File: src/rtl/core/rdc_pkg.sv
// Shared types and constants for the radix digit converter.
// No dependencies; imported by every module of the converter.
`default_nettype none

package rdc_pkg;

  localparam int unsigned IN_DIGITS_DEF  = 32;
  localparam int unsigned OUT_DIGITS_DEF = 64;

  localparam int unsigned DIGIT_W   = 8;
  localparam int unsigned BASE_W    = 9;
  localparam int unsigned CFG_IDX_W = 2;

  // configuration register indexes
  localparam logic [CFG_IDX_W-1:0] REG_SOURCE_BASE = 2'd0;
  localparam logic [CFG_IDX_W-1:0] REG_TARGET_BASE = 2'd1;

  localparam logic [BASE_W-1:0] SOURCE_BASE_RST = 9'd256;
  localparam logic [BASE_W-1:0] TARGET_BASE_RST = 9'd94;
  localparam logic [BASE_W-1:0] SOURCE_BASE_MIN = 9'd2;
  localparam logic [BASE_W-1:0] TARGET_BASE_MIN = 9'd16;
  localparam logic [BASE_W-1:0] BASE_MAX        = 9'd256;

  typedef enum logic [2:0] {
    S_IDLE,   // collecting source digits
    S_FETCH,  // read one stored digit
    S_MUL,    // acc = acc * sb + digit, one byte limb per cycle
    S_CHECK,  // zero value test
    S_DIV,    // acc = acc / tb, one quotient bit per cycle
    S_STORE,  // store remainder as result digit
    S_RD,     // read result digit for output
    S_OUT     // result beat on the master side
  } rdc_state_e;

  typedef struct packed {
    logic src_wr;
    logic src_rd;
    logic acc_clr;
    logic acc_mul;
    logic mul_first;
    logic acc_div;
    logic rem_clr;
    logic res_wr;
    logic res_zero;
    logic res_rd;
  } rdc_cmd_t;

  typedef struct packed {
    logic acc_zero;
  } rdc_status_t;

  function automatic logic [BASE_W-1:0] clamp_base(input logic [BASE_W-1:0] v,
                                                   input logic [BASE_W-1:0] lo);
    logic [BASE_W-1:0] r;
    if (v < lo) begin
      r = lo;
    end else if (v > BASE_MAX) begin
      r = BASE_MAX;
    end else begin
      r = v;
    end
    return r;
  endfunction

endpackage

`default_nettype wire

File: src/rtl/core/rdc_dpath.sv
// Datapath of the radix digit converter: digit stores, wide accumulator,
// byte-serial multiply-add and bit-serial divider. Depends on rdc_pkg.
`default_nettype none

module rdc_dpath #(
  parameter int unsigned IN_DIGITS  = rdc_pkg::IN_DIGITS_DEF,
  parameter int unsigned OUT_DIGITS = rdc_pkg::OUT_DIGITS_DEF,
  parameter int unsigned IAW        = 5,
  parameter int unsigned OAW        = 6
) (
  input  wire                               clk_i,
  input  wire                               rst_ni,
  input  wire rdc_pkg::rdc_cmd_t            cmd_i,
  input  wire [IAW-1:0]                     src_addr_i,
  input  wire [OAW-1:0]                     res_addr_i,
  input  wire [rdc_pkg::DIGIT_W-1:0]        digit_i,
  input  wire [rdc_pkg::BASE_W-1:0]         sb_i,
  input  wire [rdc_pkg::BASE_W-1:0]         tb_i,
  output rdc_pkg::rdc_status_t              status_o,
  output logic [rdc_pkg::DIGIT_W-1:0]       digit_o
);
  import rdc_pkg::*;

  localparam int unsigned ACC_W = DIGIT_W * IN_DIGITS;

  logic [DIGIT_W-1:0] src_mem [IN_DIGITS];
  logic [DIGIT_W-1:0] res_mem [OUT_DIGITS];
  logic [DIGIT_W-1:0] src_rd_q;
  logic [DIGIT_W-1:0] res_rd_q;

  logic [ACC_W-1:0]   acc_q, acc_d;
  logic [BASE_W-1:0]  carry_q, carry_d;
  logic [DIGIT_W-1:0] rem_q, rem_d;

  logic [BASE_W-1:0]        cin;
  logic [DIGIT_W+BASE_W-1:0] prod;
  logic [ACC_W+DIGIT_W-1:0] rot;
  logic [BASE_W-1:0]        rs;
  logic [BASE_W-1:0]        diff;
  logic                     ge;

  // digit stores; neither needs a reset
  always_ff @(posedge clk_i) begin
    if (cmd_i.src_wr) begin
      src_mem[src_addr_i] <= digit_i;
    end
    if (cmd_i.src_rd) begin
      src_rd_q <= src_mem[src_addr_i];
    end
  end

  always_ff @(posedge clk_i) begin
    if (cmd_i.res_wr) begin
      res_mem[res_addr_i] <= cmd_i.res_zero ? '0 : rem_q;
    end
    if (cmd_i.res_rd) begin
      res_rd_q <= res_mem[res_addr_i];
    end
  end

  always_comb begin
    // multiply-add on the low byte; the result rotates in at the top
    cin  = cmd_i.mul_first ? {1'b0, src_rd_q} : carry_q;
    prod = (DIGIT_W + BASE_W)'(acc_q[DIGIT_W-1:0]) * (DIGIT_W + BASE_W)'(sb_i)
           + (DIGIT_W + BASE_W)'(cin);
    rot  = {prod[DIGIT_W-1:0], acc_q};
    // restoring division step, msb of acc into the remainder
    rs   = {rem_q, acc_q[ACC_W-1]};
    ge   = (rs >= tb_i);
    diff = rs - tb_i;

    acc_d   = acc_q;
    carry_d = carry_q;
    rem_d   = rem_q;
    if (cmd_i.acc_clr) begin
      acc_d = '0;
    end else if (cmd_i.acc_mul) begin
      acc_d   = rot[ACC_W+DIGIT_W-1:DIGIT_W];
      carry_d = prod[DIGIT_W+BASE_W-1:DIGIT_W];
    end else if (cmd_i.acc_div) begin
      acc_d = {acc_q[ACC_W-2:0], ge};
      rem_d = ge ? diff[DIGIT_W-1:0] : rs[DIGIT_W-1:0];
    end
    if (cmd_i.rem_clr) begin
      rem_d = '0;
    end
  end

  always_ff @(posedge clk_i or negedge rst_ni) begin
    if (!rst_ni) begin
      acc_q   <= '0;
      carry_q <= '0;
      rem_q   <= '0;
    end else begin
      acc_q   <= acc_d;
      carry_q <= carry_d;
      rem_q   <= rem_d;
    end
  end

  assign status_o.acc_zero = (acc_q == '0);
  assign digit_o           = res_rd_q;

endmodule

`default_nettype wire

File: src/rtl/core/rdc_ctrl.sv
// Controller of the radix digit converter: sequences collection, conversion
// and output, and holds all counters. Depends on rdc_pkg.
`default_nettype none

module rdc_ctrl #(
  parameter int unsigned IN_DIGITS  = rdc_pkg::IN_DIGITS_DEF,
  parameter int unsigned OUT_DIGITS = rdc_pkg::OUT_DIGITS_DEF,
  parameter int unsigned IAW        = 5,
  parameter int unsigned OAW        = 6
) (
  input  wire                   clk_i,
  input  wire                   rst_ni,
  input  wire                   in_valid_i,
  input  wire                   in_last_i,
  output logic                  in_ready_o,
  output logic                  out_valid_o,
  input  wire                   out_ready_i,
  output logic                  out_last_o,
  output logic                  out_ovf_o,
  output rdc_pkg::rdc_cmd_t     cmd_o,
  output logic [IAW-1:0]        src_addr_o,
  output logic [OAW-1:0]        res_addr_o,
  input  wire rdc_pkg::rdc_status_t status_i
);
  import rdc_pkg::*;

  localparam int unsigned ACC_W = DIGIT_W * IN_DIGITS;
  localparam int unsigned CNT_W = $clog2(IN_DIGITS + 1);
  localparam int unsigned BW    = $clog2(ACC_W);
  localparam int unsigned NMAX  = (2 * IN_DIGITS > OUT_DIGITS) ? 2 * IN_DIGITS : OUT_DIGITS;
  localparam int unsigned N_W   = $clog2(NMAX + 1);

  rdc_state_e state_q, state_d;

  logic [CNT_W-1:0] cnt_q, cnt_d;
  logic [CNT_W-1:0] idx_q, idx_d;
  logic [IAW-1:0]   limb_q, limb_d;
  logic [BW-1:0]    bit_q, bit_d;
  logic [N_W-1:0]   n_q, n_d;
  logic [OAW-1:0]   k_q, k_d;
  logic             in_ovf_q, in_ovf_d;
  logic             ovf_q, ovf_d;

  logic [N_W-1:0]   n_inc;
  logic             long_res;

  always_ff @(posedge clk_i or negedge rst_ni) begin
    if (!rst_ni) begin
      state_q  <= S_IDLE;
      cnt_q    <= '0;
      idx_q    <= '0;
      limb_q   <= '0;
      bit_q    <= '0;
      n_q      <= '0;
      k_q      <= '0;
      in_ovf_q <= 1'b0;
      ovf_q    <= 1'b0;
    end else begin
      state_q  <= state_d;
      cnt_q    <= cnt_d;
      idx_q    <= idx_d;
      limb_q   <= limb_d;
      bit_q    <= bit_d;
      n_q      <= n_d;
      k_q      <= k_d;
      in_ovf_q <= in_ovf_d;
      ovf_q    <= ovf_d;
    end
  end

  always_comb begin
    state_d  = state_q;
    cnt_d    = cnt_q;
    idx_d    = idx_q;
    limb_d   = limb_q;
    bit_d    = bit_q;
    n_d      = n_q;
    k_d      = k_q;
    in_ovf_d = in_ovf_q;
    ovf_d    = ovf_q;

    cmd_o      = '0;
    src_addr_o = idx_q[IAW-1:0];
    res_addr_o = k_q;
    in_ready_o  = 1'b0;
    out_valid_o = 1'b0;

    n_inc    = n_q + 1'b1;
    long_res = (n_inc > N_W'(OUT_DIGITS));

    case (state_q)
      S_IDLE: begin
        in_ready_o = 1'b1;
        src_addr_o = cnt_q[IAW-1:0];
        if (in_valid_i) begin
          if (cnt_q < CNT_W'(IN_DIGITS)) begin
            cmd_o.src_wr = 1'b1;
            cnt_d        = cnt_q + 1'b1;
          end else begin
            in_ovf_d = 1'b1;
          end
          if (in_last_i) begin
            cmd_o.acc_clr = 1'b1;
            idx_d         = '0;
            n_d           = '0;
            state_d       = S_FETCH;
          end
        end
      end
      S_FETCH: begin
        cmd_o.src_rd = 1'b1;
        limb_d       = '0;
        state_d      = S_MUL;
      end
      S_MUL: begin
        cmd_o.acc_mul   = 1'b1;
        cmd_o.mul_first = (limb_q == '0);
        limb_d          = limb_q + 1'b1;
        if (limb_q == IAW'(IN_DIGITS - 1)) begin
          idx_d   = idx_q + 1'b1;
          state_d = (idx_q == cnt_q - 1'b1) ? S_CHECK : S_FETCH;
        end
      end
      S_CHECK: begin
        if (status_i.acc_zero) begin
          // zero value: single digit 0
          cmd_o.res_wr   = 1'b1;
          cmd_o.res_zero = 1'b1;
          res_addr_o     = '0;
          n_d            = N_W'(1);
          k_d            = '0;
          ovf_d          = in_ovf_q;
          state_d        = S_RD;
        end else begin
          cmd_o.rem_clr = 1'b1;
          bit_d         = '0;
          state_d       = S_DIV;
        end
      end
      S_DIV: begin
        cmd_o.acc_div = 1'b1;
        bit_d         = bit_q + 1'b1;
        if (bit_q == BW'(ACC_W - 1)) begin
          state_d = S_STORE;
        end
      end
      S_STORE: begin
        // digits past the buffer are counted but not kept
        if (n_q < N_W'(OUT_DIGITS)) begin
          cmd_o.res_wr = 1'b1;
          res_addr_o   = n_q[OAW-1:0];
        end
        n_d = n_inc;
        if (status_i.acc_zero) begin
          ovf_d   = in_ovf_q | long_res;
          k_d     = long_res ? OAW'(OUT_DIGITS - 1) : OAW'(n_q);
          state_d = S_RD;
        end else begin
          cmd_o.rem_clr = 1'b1;
          bit_d         = '0;
          state_d       = S_DIV;
        end
      end
      S_RD: begin
        cmd_o.res_rd = 1'b1;
        res_addr_o   = k_q;
        state_d      = S_OUT;
      end
      S_OUT: begin
        out_valid_o = 1'b1;
        if (out_ready_i) begin
          if (k_q == '0) begin
            cnt_d    = '0;
            in_ovf_d = 1'b0;
            state_d  = S_IDLE;
          end else begin
            k_d     = k_q - 1'b1;
            state_d = S_RD;
          end
        end
      end
      default: begin
        state_d = S_IDLE;
      end
    endcase
  end

  assign out_last_o = (k_q == '0);
  assign out_ovf_o  = ovf_q;

endmodule

`default_nettype wire

File: src/rtl/core/radix_digit_converter_core.sv
// Radix digit converter top level: stream ports, configuration registers,
// controller and datapath. Depends on rdc_pkg, rdc_ctrl and rdc_dpath.
// After the last source beat, stored digits are folded in limb by limb, the
// zero test follows and each result digit takes a bit-serial division; output
// stalls can hold each result beat. Input is stalled from the last beat until
// the last result beat. Async reset clears control state and the accumulator.
`default_nettype none

module radix_digit_converter_core #(
  parameter int unsigned IN_DIGITS  = rdc_pkg::IN_DIGITS_DEF,
  parameter int unsigned OUT_DIGITS = rdc_pkg::OUT_DIGITS_DEF
) (
  input  wire                              clk_i,
  input  wire                              rst_ni,
  // source digits
  input  wire                              s_axis_tvalid,
  output logic                             s_axis_tready,
  input  wire [rdc_pkg::DIGIT_W-1:0]       s_axis_tdata,  // [7:0] digit_in
  input  wire                              s_axis_tlast,  // last_in
  // target digits
  output logic                             m_axis_tvalid,
  input  wire                              m_axis_tready,
  output logic [rdc_pkg::DIGIT_W-1:0]      m_axis_tdata,  // [7:0] digit_out
  output logic                             m_axis_tlast,  // last_out
  output logic                             m_axis_tuser,  // [0] overflow
  // configuration writes
  input  wire                              cfg_valid_i,
  output logic                             cfg_ready_o,
  input  wire [rdc_pkg::CFG_IDX_W-1:0]     cfg_idx_i,
  input  wire [rdc_pkg::BASE_W-1:0]        cfg_data_i
);
  import rdc_pkg::*;

  localparam int unsigned IAW = (IN_DIGITS > 1) ? $clog2(IN_DIGITS) : 1;
  localparam int unsigned OAW = (OUT_DIGITS > 1) ? $clog2(OUT_DIGITS) : 1;

  logic [BASE_W-1:0] src_base_q;
  logic [BASE_W-1:0] tgt_base_q;
  logic [BASE_W-1:0] sb;
  logic [BASE_W-1:0] tb;

  rdc_cmd_t    cmd;
  rdc_status_t status;
  logic [IAW-1:0] src_addr;
  logic [OAW-1:0] res_addr;

  assign cfg_ready_o = 1'b1;

  always_ff @(posedge clk_i or negedge rst_ni) begin
    if (!rst_ni) begin
      src_base_q <= SOURCE_BASE_RST;
      tgt_base_q <= TARGET_BASE_RST;
    end else if (cfg_valid_i) begin
      case (cfg_idx_i)
        REG_SOURCE_BASE: src_base_q <= cfg_data_i;
        REG_TARGET_BASE: tgt_base_q <= cfg_data_i;
        default: ;
      endcase
    end
  end

  // registers keep the written bits; the bases are saturated where used
  assign sb = clamp_base(src_base_q, SOURCE_BASE_MIN);
  assign tb = clamp_base(tgt_base_q, TARGET_BASE_MIN);

  rdc_ctrl #(
    .IN_DIGITS  (IN_DIGITS),
    .OUT_DIGITS (OUT_DIGITS),
    .IAW        (IAW),
    .OAW        (OAW)
  ) u_ctrl (
    .clk_i       (clk_i),
    .rst_ni      (rst_ni),
    .in_valid_i  (s_axis_tvalid),
    .in_last_i   (s_axis_tlast),
    .in_ready_o  (s_axis_tready),
    .out_valid_o (m_axis_tvalid),
    .out_ready_i (m_axis_tready),
    .out_last_o  (m_axis_tlast),
    .out_ovf_o   (m_axis_tuser),
    .cmd_o       (cmd),
    .src_addr_o  (src_addr),
    .res_addr_o  (res_addr),
    .status_i    (status)
  );

  rdc_dpath #(
    .IN_DIGITS  (IN_DIGITS),
    .OUT_DIGITS (OUT_DIGITS),
    .IAW        (IAW),
    .OAW        (OAW)
  ) u_dpath (
    .clk_i      (clk_i),
    .rst_ni     (rst_ni),
    .cmd_i      (cmd),
    .src_addr_i (src_addr),
    .res_addr_i (res_addr),
    .digit_i    (s_axis_tdata),
    .sb_i       (sb),
    .tb_i       (tb),
    .status_o   (status),
    .digit_o    (m_axis_tdata)
  );

endmodule

`default_nettype wire
File: config.mk
export PLATFORM = sky130hd
export DESIGN_NAME = radix_digit_converter_core
export DESIGN_NICKNAME = d
export VERILOG_FILES = /design/src/rtl/core/rdc_pkg.sv /design/src/rtl/core/rdc_dpath.sv /design/src/rtl/core/rdc_ctrl.sv /design/src/rtl/core/radix_digit_converter_core.sv
export SDC_FILE = /design/constraint.sdc
export NUM_CORES = 2
export LEC_CHECK = 0
export ABC_AREA = 0
export BUFFER_PORTS_ARGS = -buffer_cell sky130_fd_sc_hd__buf_4
export CAP_MARGIN = 25
export CORE_UTILIZATION = 50
export DETAILED_ROUTE_END_ITERATION = 10
export PLACE_DENSITY = 0.73
export SYNTH_ARGS = -nofsm -noshare
export SYNTH_HDL_FRONTEND = slang
export SYNTH_SLANG_ARGS = --single-unit
export TNS_END_PERCENT = 30
File: constraint.sdc
create_clock -name clk_i -period 6.7 [get_ports clk_i]
set_input_delay 0.67 -clock clk_i [delete_from_list [all_inputs] [get_ports clk_i]]
set_output_delay 0.67 -clock clk_i [all_outputs]
set_load 0.05 [all_outputs]
# [Word-level counts from Yosys, hierarchy flattened]
# Memory sizes are Yosys's and may differ from the RTL's. A register that Yosys moved wholly into a read port is not among the register bits.
# Index checks and enable logic that the tools add are counted.
[totals] wordCells=165 mem_bits_ro=0 ramBits=768 output_inout_bits=13 n_memories=2 reg_bits=334 inputBits=25 latch_bits=0
[classes] order_cmp=8 n_div=0 n_shift=0 multipliers=1 eq_ne=25 n_addsub=9 n_reduce_logical=27 mux=77 bitwise_logic=2
[memory_table] memory="u_dpath.res_mem" depth=64 word_bits=8 rd=1 rd_clocked_by_memory_dff=1 wr=1 line="rdc_dpath.sv:27" text="logic [DIGIT_W-1:0] res_mem [OUT_DIGITS];"
[memory_table] memory="u_dpath.src_mem" depth=32 word_bits=8 rd=1 rd_clocked_by_memory_dff=1 wr=1 line="rdc_dpath.sv:26" text="logic [DIGIT_W-1:0] src_mem [IN_DIGITS];"
[op_table] op="two-way mux 256 bit" n=3
[op_table] op="logical NOT 256 bit" n=1
[op_table] op="two-way mux 6 bit" n=13
[op_table] op="two-way mux 8 bit" n=7
[op_table] op="two-way mux 9 bit" n=5
[op_table] op="one-hot mux 6 bit (2 select lines)" n=3
[op_table] op="two-way mux 1 bit" n=24
[op_table] op="inequality test 2 bit, second input constant" n=11
[op_table] op="two-way mux 7 bit" n=3
[op_table] op="one-hot mux 3 bit (7 select lines)" n=1
[op_table] op="one-hot mux 7 bit (3 select lines)" n=1
[op_table] op="> comparator 9 bit, second input constant" n=2
[op_table] op="two-way mux 3 bit" n=6
[op_table] op="one-hot mux 6 bit (3 select lines)" n=1
[op_table] op="adder 17 x 9 -> 17 bit" n=1
[op_table] op="multiplier 8 x 9 -> 17 bit" n=1
[op_table] op="one-hot mux 8 bit (2 select lines)" n=1
[op_table] op="AND reduction 5 bit" n=3
[op_table] op="adder 6 x 1 -> 6 bit, second input constant" n=2
[op_table] op="== test 3 bit, second input constant" n=4
[op_table] op="AND reduction 4 bit" n=3
[op_table] op="nonzero test 2 bit" n=6
[op_table] op="subtractor 6 x 1 -> 6 bit, second input constant" n=2
[op_table] op="one-hot mux 5 bit (2 select lines)" n=1
[op_table] op="other kinds (31)" n=44

# [Depth between registers and ports, before layout]
[logic_depth] word_depth=9 mapped_depth=25 depth_no_buf=24

# [Cells and area by module]
# Synthesis repeated with hierarchy kept, for this count alone.
[hier_totals] cells_unflattened=3850 hier_area_um2=50985.1
[by_module_without_submodules] module="rdc_dpath" cells_per_inst=3451 n_inst=1 area_per_inst_um2=47302.9 seq_area_each_um2=30374.1
[by_module_without_submodules] module="rdc_ctrl" cells_per_inst=331 n_inst=1 area_per_inst_um2=2821.5 seq_area_each_um2=1076.0
[by_module_without_submodules] module="radix_digit_converter_core" cells_per_inst=68 n_inst=1 area_per_inst_um2=860.8 seq_area_each_um2=457.9

# [Worst setup path after synthesis]
# Ideal clock, no wire load.
[synth_timing] path_kind="reg-to-reg" from="register u_ctrl.state_q[2]" to="register u_dpath.carry_q[7]" t_arrival_ns=5.357 path_stages_with_launch=25 n_path_buf=1 synth_period_minus_slack_ns=5.491 setup_slack_ns=1.209 path_cell_list="dfrtp_1 buf_4 nor2_1 nand2_1 nor2_1 nand3_1 mux2_2 fa_1 ha_1 ha_1 inv_1 fa_1 inv_1 ha_1 fa_1 a21o_1 a21oi_1 o21bai_1 a21oi_1 nor2b_1 o21a_1 o31a_1 o41a_1 xnor2_1 o21ai_0"
[synth_between] elab_chain_len=4 elab_cells_between_ends=8 classes_between="add/sub (1); eq/ne (1); mux (3); bitwise (1); reduce/logical (2)"
[synth_rtl] element="start: declaration" line="rdc_ctrl.sv:33" text="rdc_state_e state_q, state_d;"
[synth_rtl] element="start signal: assignment" line="rdc_ctrl.sv:59" text="state_q <= state_d;"
[synth_rtl] element="== test 3 x 2 -> 1 bit / logical NOT 3 bit (equally long branches)" line="rdc_ctrl.sv:91" text="case (state_q)"
[synth_rtl] element="two-way mux 2 bit / two-way mux 1 bit (equally long branches)" line="rdc_ctrl.sv:91"
[synth_rtl] element="two-way mux 9 bit / NOT 1 bit (equally long branches)"
[synth_rtl] element="adder 17 x 9 -> 17 bit / AND reduction 2 bit (equally long branches)"
[synth_rtl] element="end signal: assignment" line="rdc_dpath.sv:96" text="carry_q <= carry_d;"
[synth_rtl] element="end: declaration" line="rdc_dpath.sv:32" text="logic [BASE_W-1:0] carry_q, carry_d;"
# Parallel ways exist; a longest one is shown, timed or not.
# A chain may end at the register's enable or synchronous reset.

# [Worst setup path in the final report]
# Same ends and word-level chain as after synthesis.

==> impl_metrics.env <==
export IMPL_synth_top_area_frac=0.4740
export IMPL_min_period_ps=5886
export IMPL_cp_startpoint="u_ctrl.state_q[2]$_DFFE_PN0P_"
export IMPL_io_pins=38
export IMPL_drc_errors=0
export IMPL_dr_pass1_iters=7
export IMPL_via_count=29649
export IMPL_hold_viol=0
export IMPL_final_cell_mix="edfxtp_1 (784), mux2i_1 (531), nand2_1 (356)"
export IMPL_die_height_um=317.2
export IMPL_grt_start_max_net_pins=255
export IMPL_ir_drop_mv=0.4947
export IMPL_final_nets=3746
export IMPL_path_delay_family="adder cells"
export IMPL_antenna_found_initial=0
export IMPL_rows=115
export IMPL_setup_viol=0
export IMPL_synth_flop_cell="edfxtp_1"
export IMPL_cpPeakStageDelay_ps=480
export IMPL_worstMarginPinSlew_ps=1266
export IMPL_crit_end="u_dpath.carry_q[7]$_DFFE_PN0P_"
export IMPL_placed_cells=4789
export IMPL_max_slew_margin=0.1563
export IMPL_layout_commonest_cell="edfxtp_1"
export IMPL_synth_area_um2=49670
export IMPL_fin_tns_setup_ps=0
export IMPL_synth_area_leaders="edfxtp_1 (47%), dfrtp_1 (17%), mux2i_1 (11%)"
export IMPL_clock_sinks=1118
export IMPL_post_cts_resized=0
export IMPL_final_util=0.5559
export IMPL_final_setup_skew_ps=59.33
export IMPL_rsz0062_at_grt="no"
export IMPL_syn_nets=3774
export IMPL_start_kind="flip-flop"
export IMPL_status="complete, no violations"
export IMPL_critPathSlowestCell="mux2_2"
export IMPL_n_fill_cell=7844
export IMPL_fp_dieW_um=317.2
export IMPL_fp_coreArea_um2=98420
export IMPL_cp_max_fo=9
export IMPL_grt_usage=0.2137
export IMPL_end_kind="flip-flop"
export IMPL_critPathKind="reg2reg"
export IMPL_ff2ff_path_depth=23
export IMPL_worst_path_stages=23
export IMPL_die_area_um2=100600
export IMPL_worstPathArrival_ps=6450
export IMPL_numCtsBuffers=109
export IMPL_final_max_slew_violation_count=0
export IMPL_hold_slack_ps=229.2
export IMPL_stdcell_area_um2=54710
export IMPL_r2r_slack_ps=810
export IMPL_dpl_hpwl_mm=65.16
export IMPL_routed_wirelength_mm=107.6
export IMPL_place_area_um2=51130
export IMPL_cp_required_ps=7270
export IMPL_gp_congestion=0.8377
export IMPL_ys_async_sr_fraction=0.2987
export IMPL_synth_top_cell_by_area="edfxtp_1"
export IMPL_clk_latency_ps=710
export IMPL_grt_pass1_wl_mm=168.1
export IMPL_stdcell_count=4996
export IMPL_initial_utilization=0.5047
export IMPL_drive_gt1_frac=0.09706
export IMPL_synth_distinct_cells=68
export IMPL_ys_warn_count=0
export IMPL_clockBufferDepth=3
export IMPL_clk_pin_slew_worst_paths_ps=60
export IMPL_synth_edff_count=784
export IMPL_grt_overflow=0
export IMPL_r2r_start="u_ctrl.state_q[2]$_DFFE_PN0P_"
export IMPL_synthCells=3642
export IMPL_cp_cell_sequence="nor2_1, nand2_1, nor2_1, nand3_1, mux2_2, fa_1, ha_1, ha_1, inv_1, fa_1, inv_1, ha_1, fa_1, a21o_1, a21oi_1, o21bai_1, a21oi_1, nor2b_1, o21a_1, o31a_1, o41a_1, xnor2_1, o21ai_0"
export IMPL_power_density_nw_per_um2=454.2
export IMPL_grt_pass1_vias=29349
export IMPL_max_cap_violations=0
export IMPL_min_path_type="in2reg"
export IMPL_r2r_end="u_dpath.carry_q[7]$_DFFE_PN0P_"
export IMPL_p_leak_nw=20.31
export IMPL_htree_levels=3
export IMPL_ys_seq_elements=1118
export IMPL_avgSynthCellArea_um2=13.64
export IMPL_avgRoutedWirePerCell_um=21.54
export IMPL_crit_buf_inv=2
export IMPL_ant_nets=0
export IMPL_syn2layout_area_growth_pct=10.14
export IMPL_cts_tree="built"
export IMPL_diodes=0
export IMPL_portBuffers=36
export IMPL_seq_area_frac_synth=0.6424
export IMPL_drt_iter0_markers=2911
export IMPL_post_route_period_util=0.8786
export IMPL_cts_root_buf="clkbuf_16"
export IMPL_fmax_ghz=0.1699
export IMPL_viasPerCell=5.935
worst min path at each step:
stage	start	end	slack [ps]	depth (start not counted)
4_1_cts	cfg_data_i[0]	tgt_base_q[0]$_DFFE_PN0P_	190	2
6_report	cfg_data_i[0]	tgt_base_q[0]$_DFFE_PN0P_	230	2
5_1_grt	cfg_data_i[1]	src_base_q[1]$_DFFE_PN0P_	210	2
2_1_floorplan	rst_ni	src_base_q[0]$_DFFE_PN0P_	370	0
3_3_place_gp	u_ctrl.limb_q[3]$_DFFE_PN0P_	u_ctrl.limb_q[3]$_DFFE_PN0P_	490	1
3_5_place_dp	tgt_base_q[0]$_DFFE_PN0P_	tgt_base_q[0]$_DFFE_PN0P_	500	1
Yosys cell counts (22+ instances only):
library cell,count
nor2_1,227
edfxtp_1,784
inv_1,91
nand2_1,357
o22ai_1,166
a22oi_1,31
o21ai_0,305
mux4_2,64
and2_1,51
nor2b_1,22
a21oi_1,28
fa_1,52
dfrtp_1,328
mux2_2,25
nand4_1,31
buf_2,60
buf_1,27
ha_1,55
nor4_1,72
clkbuf_1,113
mux2i_1,533
registers in the layout, summed over array words and instances (netlist names), 7 cells and up:
register          cells
u_dpath.res_mem     512
u_dpath.carry_q       9
u_dpath.src_mem     256
u_dpath.digit_o       8
u_ctrl.n_q            7
u_ctrl.bit_q          8
tgt_base_q            9
u_dpath.src_rd_q      8
u_dpath.acc_q       256
src_base_q            9
u_dpath.rem_q         8
routing by layer:
layer / track usage / share of wire
met5: 0 / 0
met4: 0.06840 / 0.026
met1: 0.3024 / 0.44
met3: 0.03267 / 0.060
met2: 0.3413 / 0.48
where the power goes:
group          total (mW)  switching (mW)  internal (mW)
registers            9.80            1.11           8.69
logic                8.96            5.42           3.55
clock network        6.09            2.62           3.46
total                24.9            9.15           15.7
repair_timing:
| action | 4_1_cts | 5_1_grt |
|---|---|---|
| hold buffers | 1 | 0 |
| setup endpoints to repair | 0 | 0 |
| buffers inserted | 0 | 0 |
| endpoints found under the hold margin | 67 | 0 |
kinds of logic (layout without fill, tap and decap cells):
family	after synthesis	after routing	share of synthesized area
fa+ha+maj	107	107	0.03481
mux	622	622	0.1421
simple gates	845	845	0.07673
other cells	1	1	0.00007549
compound gates	602	602	0.07068
xor+xnor	40	40	0.007053
flops	1118	1118	0.6424
buf+inv	307	374	0.02620
area by class of cell:
| type | count | area (um2) | area share |
|---|---|---|---|
| clock buffers | 141 | 2909 | 0.05317 |
| clock inverters | 65 | 658.1 | 0.01203 |
| inverters | 91 | 341.6 | 0.006243 |
| multi-input cells | 2217 | 16590 | 0.3032 |
| flip-flops and latches | 1118 | 31910 | 0.5832 |
| well taps | 1287 | 1610 | 0.02943 |
| repair buffers | 77 | 695.7 | 0.01272 |
stage by stage:
| stage | setup WS [ps] | total power [mW] |
|---|---|---|
| 2_1_floorplan | 1209 | 16.09 |
| 3_3_place_gp | 960.4 | 18.67 |
| 6_report | 813.6 | 24.85 |
| 5_1_grt | 461.1 | 26.16 |
| 3_5_place_dp | 805.0 | 18.85 |
| 4_1_cts | 776.0 | 24.94 |
No activity file was read; power rests on OpenSTA's default activity.
